==> config.mk <==
export PLATFORM = sky130hd
export DESIGN_NAME = dri_interp
export DESIGN_NICKNAME = d
export VERILOG_FILES = /design/src/design/dri_pkg.sv /design/src/design/dri_interp.sv
export SDC_FILE = /design/constraint.sdc
export NUM_CORES = 1
export LEC_CHECK = 0
export ABC_AREA = 0
export ABC_CLOCK_PERIOD_IN_PS = 8039
export BUFFER_PORTS_ARGS = -buffer_cell sky130_fd_sc_hd__buf_2
export CORE_MARGIN = 3
export CORE_UTILIZATION = 41
export DETAILED_ROUTE_END_ITERATION = 6
export HOLD_SLACK_MARGIN = 0.1
export PLACE_DENSITY_LB_ADDON = 0.08
export SLEW_MARGIN = 25
export SYNTH_ARGS = -nofsm -noshare
export SYNTH_HDL_FRONTEND = slang
export SYNTH_SLANG_ARGS = --single-unit
export TNS_END_PERCENT = 5
==> constraint.sdc <==
create_clock -name clk -period 8.04 [get_ports clk]
set_input_delay 0.804 -clock clk [delete_from_list [all_inputs] [get_ports clk]]
set_output_delay 0.804 -clock clk [all_outputs]
set_load 0.005 [all_outputs]
==> src/design/dri_pkg.sv <==
// Package for the decimating ring buffer with linear interpolation readout.
// Holds sizes, register codes and shared types; depends on nothing.
package dri_pkg;

	localparam int BUFFER_DEPTH  = 16384;
	localparam int SAMPLE_BITS   = 24;
	localparam int FRACTION_BITS = 16;

	localparam int ADDR_W    = $clog2(BUFFER_DEPTH);
	localparam int PHASE_W   = ADDR_W + FRACTION_BITS;
	localparam int GROUP_W   = 7;
	localparam int DECIM_W   = 3;
	localparam int STEP_W    = 20;
	localparam int PADDR_W   = 3;
	localparam int PDATA_W   = 32;
	localparam int REG_IDX_W = 1;

	// register map, index = paddr / 4
	localparam logic [REG_IDX_W-1:0] REG_DECIM = 1'b0;
	localparam logic [REG_IDX_W-1:0] REG_STEP  = 1'b1;

	localparam logic [DECIM_W-1:0] DECIM_RESET = 3'd2;
	localparam logic [STEP_W-1:0]  STEP_RESET  = 20'd16384;

	typedef logic [SAMPLE_BITS-1:0]   sample_t;
	typedef logic [ADDR_W-1:0]        addr_t;
	typedef logic [FRACTION_BITS-1:0] frac_t;

	// side info that travels with the ring read data
	typedef struct packed {
		logic    hit0;   // lower neighbor written by this same transaction
		logic    hit1;   // upper neighbor written by this same transaction
		logic    vld0;   // lower neighbor written at some earlier time
		logic    vld1;   // upper neighbor written at some earlier time
		sample_t wdata;  // sample written by this transaction
		frac_t   frac;   // interpolation fraction
	} rd_side_t;

endpackage

==> src/design/dri_interp.sv <==
// Interpolation datapath: neighbor select, difference, multiply, round.
// Uses dri_pkg for widths and the read side-info struct.
module dri_interp (
	input  logic              clk,
	input  logic              en,
	input  dri_pkg::rd_side_t side_s1,
	input  dri_pkg::sample_t  rdata0_s1,
	input  dri_pkg::sample_t  rdata1_s1,
	output logic signed [dri_pkg::SAMPLE_BITS-1:0] sample_out
);
	import dri_pkg::*;

	localparam int DIFF_W = SAMPLE_BITS + 1;
	localparam int PROD_W = DIFF_W + FRACTION_BITS + 1;
	localparam int ACC_W  = PROD_W;
	localparam sample_t SIGN_BIT = sample_t'(1) << (SAMPLE_BITS - 1);
	localparam logic [ACC_W-1:0] ROUND_HALF = ACC_W'(1) << (FRACTION_BITS - 1);

	sample_t a_sel, b_sel, a_off, b_off;
	sample_t a_s2, a_s3;
	logic signed [DIFF_W-1:0] d_s2;
	frac_t f_s2;
	logic signed [PROD_W-1:0] prod_s3;
	logic [ACC_W-1:0] acc;

	// pick forwarded, stored or never-written (zero) value; go offset binary
	always_comb begin
		a_sel = side_s1.hit0 ? side_s1.wdata : (side_s1.vld0 ? rdata0_s1 : '0);
		b_sel = side_s1.hit1 ? side_s1.wdata : (side_s1.vld1 ? rdata1_s1 : '0);
		a_off = a_sel ^ SIGN_BIT;
		b_off = b_sel ^ SIGN_BIT;
	end

	// stage 2: base and difference
	always_ff @(posedge clk) begin
		if (en) begin
			a_s2 <= a_off;
			d_s2 <= signed'({1'b0, b_off}) - signed'({1'b0, a_off});
			f_s2 <= side_s1.frac;
		end
	end

	// stage 3: (b - a) * f
	always_ff @(posedge clk) begin
		if (en) begin
			a_s3    <= a_s2;
			prod_s3 <= d_s2 * signed'({1'b0, f_s2});
		end
	end

	// a * 2^F + (b - a) * f, round half up, back to two's complement
	assign acc = ACC_W'({a_s3, {FRACTION_BITS{1'b0}}}) + ACC_W'(prod_s3) + ROUND_HALF;

	always_ff @(posedge clk) begin
		if (en) begin
			sample_out <= signed'(acc[FRACTION_BITS +: SAMPLE_BITS] ^ SIGN_BIT);
		end
	end

endmodule
======== Yosys cells after proc, flatten, opt, wreduce, memory -nomap -nowiden ========
Index checks and enable logic that the tools add are counted.
storage, ports and cells
  bits in writable memories ............... 0
  register bits after elaboration ......... 153
  latch bits .............................. 0
  memories ................................ 0
  memory bits (read-only) ................. 0
operators by class
  multiplexer cells ....................... 4
  equal/unequal tests ..................... 0
  divide/modulo/power cells ............... 0
  magnitude comparators ................... 0
  bitwise operators ....................... 3
  reductions and logical operators ........ 0
  multipliers ............................. 1
  shift-type cells ........................ 0
  add/sub/neg operators ................... 3
operators by type and width
  operator                                                          number
  24-bit 2-to-1 mux                                                 4
  40-bit by 16-bit adder with 40-bit output, second input constant  1
  40-bit adder                                                      1
  25-bit by 17-bit multiplier with 40-bit output                    1
  24-bit by 24-bit subtractor with 25-bit output                    1
  1-bit inverter                                                    3

======== Longest topological paths before layout ========
  depth in word-level cells ............... 4
  mapped depth ............................ 24
  gate-level depth less buffers ........... 23

======== Worst setup path after synthesis ========
No wires, ideal clock.
  path type ............................... register to register
  start point ............................. register f_s2[9]
  end point ............................... register prod_s3[34] (data pin)
  setup slack ............................. 1900 ps
  arrival time ............................ 6002 ps
  library setup time ...................... 137 ps
  stages on the path, launching flop included .. 25
  buffers on the path ..................... 2
  clock period less this slack ............ 6140 ps
  path through ............................ edfxtp_1 clkbuf_1 clkbuf_1 nand2_1 fa_1 inv_1 fa_1 inv_1 fa_1 inv_1 fa_1 fa_1 inv_1 fa_1 inv_1 ha_1 and2_1 nor2b_1 a211oi_1 a21oi_1 a21oi_1 nand2_1 a31oi_1 or4b_1 nand4_1
between the ends
  longest elaborated chain between the ends .. 1
RTL lines
  what                                            line              RTL
  start, declared                                 dri_interp.sv:22  frac_t f_s2;
  start signal, assigned                          dri_interp.sv:39  f_s2 <= side_s1.frac;
  25-bit by 17-bit multiplier with 40-bit output  dri_interp.sv:47  prod_s3 <= d_s2 * signed'({1'b0, f_s2});
  end signal, assigned                            dri_interp.sv:47
  end, declared                                   dri_interp.sv:23  logic signed [PROD_W-1:0] prod_s3;
Every way passes these cells.
A chain may end at the register's enable or synchronous reset.

======== Final worst setup path ========
  start point ............................. register f_s2[8]
  end point ............................... register prod_s3[34] (data pin)
The elaborated chain is that of the path after synthesis.

==> results.toml <==
[yosys]
synth_edf_count = 138
syn_inst = 2052
synth_common_cells = "inv_1, fa_1, nand2_1"
syn-cell-area_sq_mm = 0.0204
syn_area_per_cell_sq_um = 9.94
yosysUniqueCellTypes = 53
ys_seq_area_frac = 0.203
yosysWarnings = 0
synth_nets = 2668
ys_async_sr_fraction = 0
synth-seq-cells = 138
synth.most_common_cell = "inv_1"
synth_area_leaders = "fa_1, edfxtp_1, inv_1, ha_1, nand2_1"
synth_flop_cell = "edfxtp_1"
yosysTopAreaCell = "fa_1"
synth_top_area_frac = 0.372

[sta]
worst_pin_slew_ns = 0.935
clock_skew_ns = 0.0143
slew_violations = 0
fmax_mhz = 140
setup_viol = 0
finalHoldViolations = 0
finalWorstSetupSlack_ns = 0.901
finalCriticalPeriod_ns = 7.14
slew_headroom = 0.360
rsz0062_at_grt = "no"
post-route-period-util = 0.888
setup_tns_ns = 0

[critical_path]
crit_type = "register to register"
cp-endpoint = "prod_s3[34]"
worstPathMaxFanout = 25
r2r-end = "prod_s3[34]"
worstSetupEndpointType = "register"
crit_path_start = "f_s2[8]"
cp.required_ns = 8.37
reg2reg_from = "f_s2[8]"
start_kind = "register"
reg2reg_depth = 23
arrival_ns = 7.47
r2r_slack_ns = 0.90

[die]
fp-row-count = 81
die_y_um = 229
io_pins = 118
die_w_um = 229
coreArea_sq_mm = 0.0491
dieArea_sq_mm = 0.0525
start_util = 0.416

[final_layout]
finish.utilization = 0.455
multi_input_area_sq_mm = 0.0142
area_delta_synth_final_pct = 9.42
num-fill-cells = 4820
layout-drive-gt1-share = 0.0828
finalNetCount = 2755
ff_latch_area_sq_mm = 0.00414
final_cells = 2816

[routing]
wirelength_um = 51300
viasPerCell = 4.94
drt_iter0_drc = 561
drt_first_pass_iters = 5
drc = 0
vias = 13900
wl_per_cell_um = 18.2
postRouteAntennaNets = 0

[clock_tree]
cts-root-buf = "clkbuf_16"
clock_sinks = 138
clk_path_buf_depth = 2
cts.clk_slew.worst_paths_ns = 0.07
cts_resized = 0
clk_latency_ns = 0.47
cts_buffers = 17
postCtsSetupRepairBufs = 0
htreeDepth = 4
cts_tree = "yes"
hold_buffers = 0

[placement]
dpl.cell_count = 2784
portBuffers = 117
gp_congestion = 0.843
dp_slack_ns = 0.926
place_hpwl_um = 41400

[global_route]
overflow = 0
grt_pass1_wl_um = 83700
grt_pass1_vias = 15400
antenna_found_initial = 0
grt_max_degree = 71
track_usage = 0.208

[job]
cap_violations = 0

[status]
status = "finished, final reports clean"

[worst_hold_path]
hold_path.class = "register to register"
min_from = "a_s2[4]"
## layout by cell type, fill, tap and decap left out, types with 18 or more instances in the layout
master / count
a21o_1: 19
a21oi_1: 57
a22o_1: 22
a22oi_1: 24
and2_1: 158
buf_2: 116
buf_4: 23
edfxtp_1: 138
fa_1: 379
ha_1: 143
inv_1: 486
nand2_1: 273
nor2_1: 35
o21ai_0: 18
xnor2_1: 56
xor2_1: 21
## cells by family (layout without fill, tap and decap cells)
| logic type | after synthesis | in the layout | share of synthesized area |
|---|---|---|---|
| flops | 138 | 138 | 0.203 |
| simple gates | 537 | 537 | 0.126 |
| other cells | 0 | 1 | 0 |
| fa+ha+maj | 522 | 522 | 0.459 |
| buf+inv | 558 | 657 | 0.103 |
| xor+xnor | 77 | 77 | 0.0330 |
| compound gates | 220 | 220 | 0.0754 |
## flip-flops by register name, indices dropped and copies added, names as in the netlist
name	count
sample_out	24
d_s2	25
prod_s3	25
f_s2	16
a_s2	24
a_s3	24
## critical path, cell delays in order, from the launching register on
cell and delay [ns]:
edfxtp_1 0.98, nand2_1 0.18, fa_1 0.58, inv_1 0.05, fa_1 0.51, inv_1 0.06
fa_1 0.53, inv_1 0.05, fa_1 0.38, fa_1 0.51, inv_1 0.05, fa_1 0.47
inv_1 0.04, ha_1 0.33, a21oi_1 0.26, o21ai_1 0.11, a211oi_1 0.24, a21oi_1 0.09
buf_4 0.17, a21oi_1 0.17, nand2_1 0.25, a31oi_1 0.39, or4b_1 0.48, nand4_1 0.10
## worst min path at each step
stage | to | slack [ns] | depth (start not counted)
floorplan | a_s3[0] | 0.40 | 0
global placement | a_s3[9] | 0.40 | 0
detailed placement | a_s3[14] | 0.40 | 0
CTS | a_s3[6] | 0.42 | 0
global route | a_s3[14] | 0.43 | 0
finish | a_s3[4] | 0.42 | 0
## through the flow
step	hold WS, ns	area, sq um
6_report	0.419	22300
5_1_grt	0.426	22300
4_1_cts	0.420	22300
3_5_place_dp	0.405	21700
3_3_place_gp	0.403	21700
2_1_floorplan	0.400	20400
## layout make-up
cell class	instances	share of cell area
clock buffers	17	0.0191
repair buffers	140	0.0342
inverters	486	0.0817
well taps	664	0.0372
clock inverters	14	0.00762
multi-input cells	1356	0.635
flip-flops and latches	138	0.186
diodes	1	0.000112
## metal layers
layer,part of all wire,global-route usage,up-vias,wire length [um]
met5,0,0,-,0
met4,0.030,0.0714,0,1550
met3,0.023,0.0276,69,1180
met2,0.52,0.369,200,26700
met1,0.43,0.261,7145,21800
li1,-,-,6483,-
Power is left out: the tool's default activity adds up to more than one toggle a clock period on the data nets, which glitch-free logic cannot reach.
